==> src/design/fractal_value_noise_pixel_core_macros.svh <==
// ----------------------------------------------------------------------------
// Fractal value noise pixel core: assertion macros
// Shared property forms for the concurrent checks of the core.
// ----------------------------------------------------------------------------
`ifndef FRACTAL_VALUE_NOISE_PIXEL_CORE_MACROS_SVH
`define FRACTAL_VALUE_NOISE_PIXEL_CORE_MACROS_SVH

// Same-cycle implication, disabled during reset.
`define FVNP_ASSERT_IMP(label, clk, rst, ante, cons) \
   label: assert property (@(posedge clk) disable iff (rst) (ante) |-> (cons)) \
      else $error("fvnp assertion failed");

// Next-cycle implication, disabled during reset.
`define FVNP_ASSERT_NXT(label, clk, rst, ante, cons) \
   label: assert property (@(posedge clk) disable iff (rst) (ante) |=> (cons)) \
      else $error("fvnp assertion failed");

`endif

==> src/design/fvnp_pkg.sv <==
// ----------------------------------------------------------------------------
// Fractal value noise pixel package
// Types, constants and the cosine weight generator shared by the core.
// ----------------------------------------------------------------------------
`timescale 1ns / 1ps

package fvnp_pkg;

   localparam int DIVIDEND_BITS = 19;
   localparam int DIVISOR_BITS  = 8;

   localparam logic CSR_OCTAVE_COUNT    = 1'b0;
   localparam logic CSR_WAVELENGTH_LOG2 = 1'b1;

   localparam logic [31:0] HASH_MUL_A = 32'd15731;
   localparam logic [31:0] HASH_ADD_A = 32'd789221;
   localparam logic [31:0] HASH_ADD_B = 32'd1376312589;
   localparam logic [31:0] HASH_MASK  = 32'h7fffffff;

   typedef enum logic [3:0] {
      S_IDLE,
      S_SETUP,
      S_SEED,
      S_MUL1,
      S_MUL2,
      S_MUL3,
      S_MUL4,
      S_ACCUM,
      S_BLEND0,
      S_BLEND1,
      S_BLEND2,
      S_FINAL,
      S_DIVIDE
   } state_type;

   typedef struct packed {
      logic                     start;
      logic [DIVIDEND_BITS-1:0] dividend;
      logic [DIVISOR_BITS-1:0]  divisor;
   } div_req_type;

   typedef struct packed {
      logic                     done;
      logic [DIVIDEND_BITS-1:0] quotient;
   } div_rsp_type;

   // Quotient truncated toward zero for a positive divisor, by shift and subtract.
   function automatic longint div_trunc(input longint num, input longint den);
      longint mag;
      longint quo;
      longint rem;
      mag = (num < 0) ? -num : num;
      quo = 0;
      rem = 0;
      for (int idx = 62; idx >= 0; idx--) begin
         rem = (rem <<< 1) | ((mag >>> idx) & 64'sd1);
         quo = quo <<< 1;
         if (rem >= den) begin
            rem = rem - den;
            quo = quo | 64'sd1;
         end
      end
      return (num < 0) ? -quo : quo;
   endfunction

   // Half-range weight (1 - cos(theta)) / 4 on a 65536 scale, by a Horner series in Q30.
   function automatic logic [16:0] half_weight(input int k, input int bits);
      longint q30;
      longint th;
      longint s;
      longint r;
      longint d;
      q30 = 64'sd1 << 30;
      th  = (64'sd3373259426 * longint'(k)) >>> bits;
      s   = (th * th) >>> 30;
      r   = q30;
      r   = q30 - div_trunc(s * r, 64'sd132 * q30);
      r   = q30 - div_trunc(s * r, 64'sd90 * q30);
      r   = q30 - div_trunc(s * r, 64'sd56 * q30);
      r   = q30 - div_trunc(s * r, 64'sd30 * q30);
      r   = q30 - div_trunc(s * r, 64'sd12 * q30);
      r   = q30 - div_trunc(s * r, 64'sd2 * q30);
      d   = q30 - r;
      if (d < 0) begin
         d = 0;
      end
      return 17'((d + 64'sd32768) >>> 16);
   endfunction

   function automatic logic [16:0] cos_entry(input int k, input int bits);
      int n;
      n = 1 << bits;
      if (k <= (n >> 1)) begin
         return half_weight(k, bits);
      end
      return 17'(65536 - int'(half_weight(n - k, bits)));
   endfunction

endpackage

==> src/design/fvnp_div.sv <==
// ----------------------------------------------------------------------------
// Fractal value noise pixel divider
// Restoring unsigned divider, one quotient bit per cycle.
// ----------------------------------------------------------------------------
`timescale 1ns / 1ps

module fvnp_div (
   input  logic                 clock,
   input  logic                 reset,
   input  fvnp_pkg::div_req_type div_req,
   output fvnp_pkg::div_rsp_type div_rsp
);

   localparam int NB = fvnp_pkg::DIVIDEND_BITS;
   localparam int DB = fvnp_pkg::DIVISOR_BITS;
   localparam int CB = $clog2(NB + 1);

   logic [NB-1:0] quo_ff, quo_in;
   logic [DB-1:0] rem_ff, rem_in;
   logic [DB-1:0] den_ff, den_in;
   logic [CB-1:0] cnt_ff, cnt_in;
   logic          run_ff, run_in;
   logic          done_ff, done_in;
   logic [DB:0]   trial;

   always_comb begin
      quo_in  = quo_ff;
      rem_in  = rem_ff;
      den_in  = den_ff;
      cnt_in  = cnt_ff;
      run_in  = run_ff;
      done_in = 1'b0;
      trial   = {rem_ff, quo_ff[NB-1]};
      if (div_req.start) begin
         quo_in = div_req.dividend;
         rem_in = '0;
         den_in = div_req.divisor;
         cnt_in = CB'(NB);
         run_in = 1'b1;
      end else if (run_ff) begin
         if (trial >= {1'b0, den_ff}) begin
            rem_in = DB'(trial - {1'b0, den_ff});
            quo_in = {quo_ff[NB-2:0], 1'b1};
         end else begin
            rem_in = trial[DB-1:0];
            quo_in = {quo_ff[NB-2:0], 1'b0};
         end
         cnt_in = cnt_ff - CB'(1);
         if (cnt_ff == CB'(1)) begin
            run_in  = 1'b0;
            done_in = 1'b1;
         end
      end
   end

   always_ff @(posedge clock) begin
      if (reset) begin
         run_ff  <= 1'b0;
         done_ff <= 1'b0;
         cnt_ff  <= '0;
      end else begin
         run_ff  <= run_in;
         done_ff <= done_in;
         cnt_ff  <= cnt_in;
      end
      quo_ff <= quo_in;
      rem_ff <= rem_in;
      den_ff <= den_in;
   end

   assign div_rsp.done     = done_ff;
   assign div_rsp.quotient = quo_ff;

endmodule

==> src/design/fractal_value_noise_pixel_core.sv <==
// ----------------------------------------------------------------------------
// Fractal value noise pixel core
// Sequencer around one shared multiplier that turns a pixel into a height.
// ----------------------------------------------------------------------------
// Usage: raise start with req_pixel_x / req_pixel_y while busy is low; the
// request is taken at that clock edge and busy stays high until the result.
// The result appears on rsp_height_value for exactly one cycle, marked by
// rsp_valid, and must be taken then; the receiver cannot stall the core.
// Configuration is written through csr_we / csr_index / csr_wdata while the
// core is idle: index 0 is the octave count, index 1 the base wavelength.
// Each octave hashes 36 lattice points (S_SEED, S_MUL1 to S_MUL4, S_ACCUM),
// all on one 34 x 34 multiplier, then runs three blend steps on the same
// multiplier; a restoring divider normalizes the final sum. One request is
// in flight at a time. Reset (synchronous) returns the core to idle and
// loads octave count 6 and wavelength 7.
// ----------------------------------------------------------------------------
`timescale 1ns / 1ps
`include "fractal_value_noise_pixel_core_macros.svh"

module fractal_value_noise_pixel_core #(
   parameter int COORD_BITS     = 9,
   parameter int COS_TABLE_BITS = 8
) (
   input  logic                  clock,
   input  logic                  reset,
   input  logic                  start,
   output logic                  busy,
   input  logic [COORD_BITS-1:0] req_pixel_x,
   input  logic [COORD_BITS-1:0] req_pixel_y,
   output logic                  rsp_valid,
   output logic [7:0]            rsp_height_value,
   input  logic                  csr_we,
   input  logic                  csr_index,
   input  logic [3:0]            csr_wdata
);

   localparam int COS_N = 1 << COS_TABLE_BITS;

   // Cosine weight table, built at elaboration.
   logic [16:0] cos_rom [COS_N];
   for (genvar k = 0; k < COS_N; k++) begin : g_cos
      localparam logic [16:0] WEIGHT = fvnp_pkg::cos_entry(k, COS_TABLE_BITS);
      assign cos_rom[k] = WEIGHT;
   end

   fvnp_pkg::state_type state_ff, state_in;

   logic [3:0]            oct_cfg_ff, oct_cfg_in;
   logic [3:0]            wl_cfg_ff, wl_cfg_in;
   logic [COORD_BITS-1:0] px_ff, px_in, py_ff, py_in;
   logic [3:0]            n_ff, n_in, wl_ff, wl_in;
   logic [7:0]            den_ff, den_in;
   logic [2:0]            oct_ff, oct_in;
   logic [31:0]           lx_ff, lx_in, ly_ff, ly_in;
   logic [16:0]           wx_ff, wx_in, wy_ff, wy_in;
   logic [1:0]            cell_ff, cell_in;
   logic [1:0]            nbx_ff, nbx_in, nby_ff, nby_in;
   logic [31:0]           x_ff, x_in, y_ff, y_in, seed_ff, seed_in;
   logic [31:0]           n_hash_ff, n_hash_in, p_ff, p_in, t_ff, t_in;
   logic signed [21:0]    sum_ff, sum_in;
   logic signed [17:0]    sm_ff [4];
   logic signed [17:0]    sm_in [4];
   logic signed [19:0]    va_ff, va_in, vb_ff, vb_in;
   logic signed [27:0]    acc_ff, acc_in;
   logic                  rsp_valid_ff, rsp_valid_in;
   logic [7:0]            rsp_height_ff, rsp_height_in;

   logic signed [33:0]    mul_a, mul_b;
   logic signed [67:0]    mul_p;
   logic signed [19:0]    blend_a, blend_b, blend_out;
   logic signed [20:0]    blend_d;
   logic [16:0]           blend_w;

   logic [31:0]           px32, py32, cmask, fx_w, fy_w, n_mix;
   logic [3:0]            sh, up;
   logic signed [17:0]    lat_v;
   logic signed [21:0]    lat_w, sum_next;
   logic [1:0]            nb_kind;
   logic signed [28:0]    num;
   logic [35:0]           num255;
   logic [3:0]            n_clamp;

   fvnp_pkg::div_req_type div_req;
   fvnp_pkg::div_rsp_type div_rsp;

   fvnp_div u_div (
      .clock   (clock),
      .reset   (reset),
      .div_req (div_req),
      .div_rsp (div_rsp)
   );

   assign mul_p = mul_a * mul_b;

   // Blend a + floor((b - a) * w / 65536) on the shared multiplier.
   assign blend_d   = 21'(blend_b) - 21'(blend_a);
   assign blend_out = 20'(21'(blend_a) + 21'(mul_p[36:16]));

   always_comb begin
      state_in      = state_ff;
      oct_cfg_in    = oct_cfg_ff;
      wl_cfg_in     = wl_cfg_ff;
      px_in         = px_ff;
      py_in         = py_ff;
      n_in          = n_ff;
      wl_in         = wl_ff;
      den_in        = den_ff;
      oct_in        = oct_ff;
      lx_in         = lx_ff;
      ly_in         = ly_ff;
      wx_in         = wx_ff;
      wy_in         = wy_ff;
      cell_in       = cell_ff;
      nbx_in        = nbx_ff;
      nby_in        = nby_ff;
      x_in          = x_ff;
      y_in          = y_ff;
      seed_in       = seed_ff;
      n_hash_in     = n_hash_ff;
      p_in          = p_ff;
      t_in          = t_ff;
      sum_in        = sum_ff;
      sm_in         = sm_ff;
      va_in         = va_ff;
      vb_in         = vb_ff;
      acc_in        = acc_ff;
      rsp_valid_in  = 1'b0;
      rsp_height_in = rsp_height_ff;
      mul_a         = '0;
      mul_b         = '0;
      blend_a       = '0;
      blend_b       = '0;
      blend_w       = '0;
      div_req       = '0;

      px32  = 32'(px_ff);
      py32  = 32'(py_ff);
      sh    = wl_ff - {1'b0, oct_ff};
      up    = {1'b0, oct_ff} - wl_ff;
      cmask = (32'd1 << sh) - 32'd1;
      fx_w  = (px32 & cmask) << (5'd16 - {1'b0, sh});
      fy_w  = (py32 & cmask) << (5'd16 - {1'b0, sh});
      n_mix = x_ff + mul_p[31:0];

      lat_v   = 18'sd65536 - $signed({1'b0, t_ff[30:14]});
      nb_kind = 2'(nbx_ff == 2'd1) + 2'(nby_ff == 2'd1);
      lat_w   = 22'(lat_v) <<< nb_kind;
      sum_next = sum_ff + lat_w;

      num     = 29'(acc_ff) + $signed({5'b0, den_ff, 16'b0});
      num255  = {num[27:0], 8'b0} - {8'b0, num[27:0]};
      n_clamp = (oct_cfg_ff == 4'd0) ? 4'd1 : (oct_cfg_ff > 4'd8) ? 4'd8 : oct_cfg_ff;

      if (csr_we) begin
         case (csr_index)
            fvnp_pkg::CSR_OCTAVE_COUNT:    oct_cfg_in = csr_wdata;
            fvnp_pkg::CSR_WAVELENGTH_LOG2: wl_cfg_in  = csr_wdata;
            default: ;
         endcase
      end

      case (state_ff)
         fvnp_pkg::S_IDLE: begin
            if (start) begin
               px_in    = req_pixel_x;
               py_in    = req_pixel_y;
               n_in     = n_clamp;
               wl_in    = (wl_cfg_ff > 4'd12) ? 4'd12 : wl_cfg_ff;
               den_in   = 8'((9'd1 << n_clamp) - 9'd1);
               oct_in   = '0;
               acc_in   = '0;
               state_in = fvnp_pkg::S_SETUP;
            end
         end
         fvnp_pkg::S_SETUP: begin
            if ({1'b0, oct_ff} <= wl_ff) begin
               lx_in = px32 >> sh;
               ly_in = py32 >> sh;
               wx_in = cos_rom[fx_w[15 -: COS_TABLE_BITS]];
               wy_in = cos_rom[fy_w[15 -: COS_TABLE_BITS]];
            end else begin
               lx_in = px32 << up;
               ly_in = py32 << up;
               wx_in = cos_rom[0];
               wy_in = cos_rom[0];
            end
            cell_in  = '0;
            nbx_in   = '0;
            nby_in   = '0;
            sum_in   = '0;
            state_in = fvnp_pkg::S_SEED;
         end
         fvnp_pkg::S_SEED: begin
            x_in     = lx_ff + 32'(cell_ff[0]) + 32'(nbx_ff) - 32'd1;
            y_in     = ly_ff + 32'(cell_ff[1]) + 32'(nby_ff) - 32'd1;
            seed_in  = x_in + (y_in << 5) - y_in;
            state_in = fvnp_pkg::S_MUL1;
         end
         fvnp_pkg::S_MUL1: begin
            mul_a     = $signed({2'b0, y_ff});
            mul_b     = $signed({2'b0, seed_ff});
            n_hash_in = (n_mix << 13) ^ n_mix;
            state_in  = fvnp_pkg::S_MUL2;
         end
         fvnp_pkg::S_MUL2: begin
            mul_a    = $signed({2'b0, n_hash_ff});
            mul_b    = $signed({2'b0, n_hash_ff});
            p_in     = mul_p[31:0];
            state_in = fvnp_pkg::S_MUL3;
         end
         fvnp_pkg::S_MUL3: begin
            mul_a    = $signed({2'b0, p_ff});
            mul_b    = $signed({2'b0, fvnp_pkg::HASH_MUL_A});
            p_in     = mul_p[31:0] + fvnp_pkg::HASH_ADD_A;
            state_in = fvnp_pkg::S_MUL4;
         end
         fvnp_pkg::S_MUL4: begin
            mul_a    = $signed({2'b0, n_hash_ff});
            mul_b    = $signed({2'b0, p_ff});
            t_in     = (mul_p[31:0] + fvnp_pkg::HASH_ADD_B) & fvnp_pkg::HASH_MASK;
            state_in = fvnp_pkg::S_ACCUM;
         end
         fvnp_pkg::S_ACCUM: begin
            state_in = fvnp_pkg::S_SEED;
            if (nbx_ff != 2'd2) begin
               nbx_in = nbx_ff + 2'd1;
               sum_in = sum_next;
            end else if (nby_ff != 2'd2) begin
               nbx_in = '0;
               nby_in = nby_ff + 2'd1;
               sum_in = sum_next;
            end else begin
               // Ninth neighbor: the smoothed value of this cell is complete.
               nbx_in         = '0;
               nby_in         = '0;
               sum_in         = '0;
               sm_in[cell_ff] = sum_next[21:4];
               cell_in        = cell_ff + 2'd1;
               if (cell_ff == 2'd3) begin
                  state_in = fvnp_pkg::S_BLEND0;
               end
            end
         end
         fvnp_pkg::S_BLEND0: begin
            blend_a  = 20'(sm_ff[0]);
            blend_b  = 20'(sm_ff[1]);
            blend_w  = wx_ff;
            mul_a    = 34'(blend_d);
            mul_b    = $signed({17'b0, blend_w});
            va_in    = blend_out;
            state_in = fvnp_pkg::S_BLEND1;
         end
         fvnp_pkg::S_BLEND1: begin
            blend_a  = 20'(sm_ff[2]);
            blend_b  = 20'(sm_ff[3]);
            blend_w  = wx_ff;
            mul_a    = 34'(blend_d);
            mul_b    = $signed({17'b0, blend_w});
            vb_in    = blend_out;
            state_in = fvnp_pkg::S_BLEND2;
         end
         fvnp_pkg::S_BLEND2: begin
            blend_a  = va_ff;
            blend_b  = vb_ff;
            blend_w  = wy_ff;
            mul_a    = 34'(blend_d);
            mul_b    = $signed({17'b0, blend_w});
            // Horner form gives octave i the weight 2^(n-1-i).
            acc_in   = (acc_ff <<< 1) + 28'(blend_out);
            oct_in   = oct_ff + 3'd1;
            if ({1'b0, oct_ff} == n_ff - 4'd1) begin
               state_in = fvnp_pkg::S_FINAL;
            end else begin
               state_in = fvnp_pkg::S_SETUP;
            end
         end
         fvnp_pkg::S_FINAL: begin
            if (num < 0) begin
               rsp_valid_in  = 1'b1;
               rsp_height_in = '0;
               state_in      = fvnp_pkg::S_IDLE;
            end else begin
               div_req.start    = 1'b1;
               div_req.dividend = num255[35:17];
               div_req.divisor  = den_ff;
               state_in         = fvnp_pkg::S_DIVIDE;
            end
         end
         fvnp_pkg::S_DIVIDE: begin
            if (div_rsp.done) begin
               rsp_valid_in  = 1'b1;
               rsp_height_in = (div_rsp.quotient > 19'd255) ? 8'd255
                                                             : div_rsp.quotient[7:0];
               state_in      = fvnp_pkg::S_IDLE;
            end
         end
         default: state_in = fvnp_pkg::S_IDLE;
      endcase
   end

   always_ff @(posedge clock) begin
      if (reset) begin
         state_ff     <= fvnp_pkg::S_IDLE;
         oct_cfg_ff   <= 4'd6;
         wl_cfg_ff    <= 4'd7;
         rsp_valid_ff <= 1'b0;
      end else begin
         state_ff     <= state_in;
         oct_cfg_ff   <= oct_cfg_in;
         wl_cfg_ff    <= wl_cfg_in;
         rsp_valid_ff <= rsp_valid_in;
      end
      px_ff         <= px_in;
      py_ff         <= py_in;
      n_ff          <= n_in;
      wl_ff         <= wl_in;
      den_ff        <= den_in;
      oct_ff        <= oct_in;
      lx_ff         <= lx_in;
      ly_ff         <= ly_in;
      wx_ff         <= wx_in;
      wy_ff         <= wy_in;
      cell_ff       <= cell_in;
      nbx_ff        <= nbx_in;
      nby_ff        <= nby_in;
      x_ff          <= x_in;
      y_ff          <= y_in;
      seed_ff       <= seed_in;
      n_hash_ff     <= n_hash_in;
      p_ff          <= p_in;
      t_ff          <= t_in;
      sum_ff        <= sum_in;
      sm_ff         <= sm_in;
      va_ff         <= va_in;
      vb_ff         <= vb_in;
      acc_ff        <= acc_in;
      rsp_height_ff <= rsp_height_in;
   end

   assign busy             = (state_ff != fvnp_pkg::S_IDLE);
   assign rsp_valid        = rsp_valid_ff;
   assign rsp_height_value = rsp_height_ff;

   `FVNP_ASSERT_NXT(a_start_busy, clock, reset, start && !busy, busy)
   `FVNP_ASSERT_NXT(a_rsp_strobe, clock, reset, rsp_valid, !rsp_valid)
   `FVNP_ASSERT_IMP(a_rsp_idle, clock, reset, rsp_valid, !busy)
   `FVNP_ASSERT_NXT(a_div_rsp, clock, reset, div_rsp.done, rsp_valid)

endmodule
==> config.mk <==
export PLATFORM = sky130hd
export DESIGN_NAME = fractal_value_noise_pixel_core
export DESIGN_NICKNAME = d
export VERILOG_FILES = /design/src/design/fvnp_pkg.sv /design/src/design/fvnp_div.sv /design/src/design/fractal_value_noise_pixel_core.sv
export VERILOG_INCLUDE_DIRS = /design/src /design/src/design
export SDC_FILE = /design/constraint.sdc
export NUM_CORES = 2
export LEC_CHECK = 0
export BUFFER_PORTS_ARGS = -buffer_cell sky130_fd_sc_hd__buf_2
export CAP_MARGIN = 20
export CELL_PAD_IN_SITES_DETAIL_PLACEMENT = 1
export CELL_PAD_IN_SITES_GLOBAL_PLACEMENT = 1
export CORE_UTILIZATION = 50
export CTS_CLUSTER_SIZE = 12
export DETAILED_ROUTE_END_ITERATION = 8
export PLACE_DENSITY = 0.86
export SYNTH_ARGS = -nofsm -noshare
export SYNTH_HDL_FRONTEND = slang
export SYNTH_HIERARCHICAL = 1
export SYNTH_SLANG_ARGS = --single-unit
export TNS_END_PERCENT = 100
==> constraint.sdc <==
create_clock -name clock -period 21.9 [get_ports clock]
set_input_delay 4.38 -clock clock [delete_from_list [all_inputs] [get_ports clock]]
set_output_delay 4.38 -clock clock [all_outputs]
set_load 0.02 [all_outputs]
==> impl_results.md <==
* Status: complete, no violations
* GP Congestion at 1.02
* Root buffer cell: clkbuf_16
* DRC Markers at 0
* Crit path DAT at 18.05 ns
* Via density at 6.68
* Total Wirelength at 264 mm
* Worst path top cell family by delay: compound AO/OA/AOI/OAI gates
* Crit-path max cell delay at 0.89 ns
* Max-slew violations at 0
* Vias in the first global route at 61500
* Synth Warn # at 6
* Cts repair resizes at 0
* Post-synth top cells: 849 x nor2_1, 842 x inv_1, 670 x nand2_1
* Area of the multi-input gates at 0.0429 mm^2
* CTS buffer count at 56
* Area grow syn2layout at 6.60%
* Worst slew pin tran at 1.36 ns
* LEAKAGE at 28.0 nW
* Maximum root-to-sink buffer count at 3
* First-pass GRT wire length at 388 mm
* Synth area leader: edfxtp_1
* Post-DP Area at 0.0651 mm^2
* Clk slew on worst S/H paths at 0.07 ns
* Hold WS at 0.472 ns
* Fin nets at 8140
* Worst r2r path cells at 61
* Vias at 58700
* Min Tclk post-route at 17.53 ns
* EDFF count, synth at 497
* RSZ-0062 raised after global routing: no
* Post-route setup TNS at 0 ns
* Hold/Removal Path Class: reg -> reg
* Crit-path most repeated cell: fa_1
* Post-CTS setup buffer count at 0
* Register area share after synthesis at 24.6%
* Die height at 357 um
* Achievable Freq at 0.0570 GHz
* Critical Path Stages at 61
* Setup violators final at 0
* Share of cells above drive strength 1 at 6.16%
* Max_slew headroom at 9.21%
* Final period utilization at 80.0%
* DRT Pass-1 Iters at 7
* Post-Syn Area at 0.0629 mm^2
* IO Pins at 37
* GRT overflow at 0
* Total Routing Usage GR at 40.5%
* Largest net degree at the start of global routing at 86
* Register area at 0.0155 mm^2
* Maximum vdd drop at 0.177 mV
* Clk_skew at 0.0581 ns
* Clk Latency, worst-skew pair at 0.69 ns
* Power per Cell Area at 114 mW/mm^2
* Routed wire per std cell at 30.0 um
* Share of the synthesized area in the top cell type at 23.7%
* Yosys reg bits at 525
* Distinct cells, synth at 105
* Setup crit end kind: flip-flop
* CP max FO at 29
* Most numerous cell in the Yosys netlist: nor2_1
* Syn_area_per_cell at 8.72 um^2
* Hpwl dp at 195 mm
* Slowest CP cell: dfxtp_1
* Antenna violations before repair at 4
* DRT antenna net count at 0
* CP Class: reg -> reg
* Main flop type after synthesis: edfxtp_1
* Buf/Inv on CP at 9
* Starting density of the core at 50.6%
* TritonCTS clock tree: built
* # port buffers at 36
* Starting DRT DRC Count at 7193
* Worst EP required at 22.42 ns
* Die area at 0.127 mm^2
* # hold bufs at CTS at 0
* Crit path launch type: flip-flop
* Core footprint at 0.124 mm^2
* # clock sinks at 525
* Maxcap violations at 0
* Final Cell Area at 0.0670 mm^2
* H-tree Lvls at 2
* Post-synth ARST share at 0%
* Post-synthesis cell count at 7207
* Final hold vios at 0
* Std-Cell Rows at 129
* Filler Cells Inserted at 14500
* Synth top area cells: edfxtp_1 24%, fa_1 18%, ha_1 9.0%, nor2_1 5.1%, inv_1 5.0%
* Die width at 357 um
* Hold depth at 1
[where the power goes]
part | internal [W] | leakage, nW | switching (W)
logic | 0.00161 | 22.4 | 0.00361
clock network | 0.000513 | 0.839 | 0.000446
registers | 0.00136 | 4.81 | 0.000117
[area by class of cell]
class                           count  share of cell area (%)
Multi-Input combinational cell   5447                    64.0
Sequential cell                   525                    23.1
Inverter                          851                    4.77
Tap cell                         1637                    3.06
Timing Repair Buffer              214                    2.49
Clock buffer                       86                    2.32
Clock inverter                     19                   0.267
Antenna cell                        5                  0.0187
[metrics by stage]
stage               total power (W)  util [%]  std cells  setup WS (ns)
floorplan                   0.00468         -       7215           5.65
global placement            0.00626      52.3       8662           5.61
detailed placement          0.00641      52.3       8663           4.80
CTS                         0.00739      53.7       8768           4.61
global route                0.00793      53.9       8779           3.75
finish                      0.00765      53.9       8784           4.37
[metal layers]
metal	track usage, %	share of wire (%)	vias up
li1	-	-	24600
met1	50.2	37	29500
met2	64.8	46	3599
met3	8.03	10	1007
met4	25.2	7.4	6
met5	0.0370	0.019	-
[registers in the layout, summed over array words and instances, names as in the netlist, 20 cells and up]
register,count
va_ff,20
p_ff,32
sm_ff,72
n_hash_ff,32
x_ff,32
vb_ff,20
lx_ff,24
y_ff,32
ly_ff,24
seed_ff,32
sum_ff,22
acc_ff,28
[placed cells by master (no fill, tap or decap), drive strengths merged, types with 43 or more instances in the layout]
master	Yosys	final
mux2i	89	89
o21ai	381	381
o22ai	58	58
and3	71	71
or2	43	43
nand3	148	148
ha	452	452
a21o	57	57
nor3	151	151
a211oi	47	47
a31oi	88	88
a21oi	426	426
xor2	108	108
and2	89	89
nand2b	68	68
buf	95	211
nor2	849	849
clkbuf	297	89
nor2b	50	50
edfxtp	497	497
xnor2	249	249
inv	850	850
nand2	671	671
o21a	63	63
fa	566	566
o211ai	70	70
[worst paths after layout]
path | start | to | slack [ns]
worst min-delay path | wl_cfg_ff[1] | wl_cfg_ff[1] | 0.47
worst max-delay path | state_ff[3] | acc_ff[27] | 4.37
worst max register to register | state_ff[3] | acc_ff[27] | 4.37
worst min register to register | wl_cfg_ff[1] | wl_cfg_ff[1] | 0.47
[cells by family (layout without fill, tap and decap cells)]
kind of cell | after synthesis | after routing | share of synthesized area [%]
and+or+nand+nor | 2278 | 2278 | 16.2
AOI/OAI and AO/OA | 1646 | 1646 | 17.1
buffers and inverters | 1243 | 1170 | 7.58
adders and majority gates | 1018 | 1018 | 27.0
DFF | 525 | 525 | 24.6
xor gates and xnor gates | 364 | 364 | 5.24
muxes | 131 | 131 | 2.24
other | 2 | 15 | 0.0119
No activity file was read; power rests on OpenSTA's default activity.
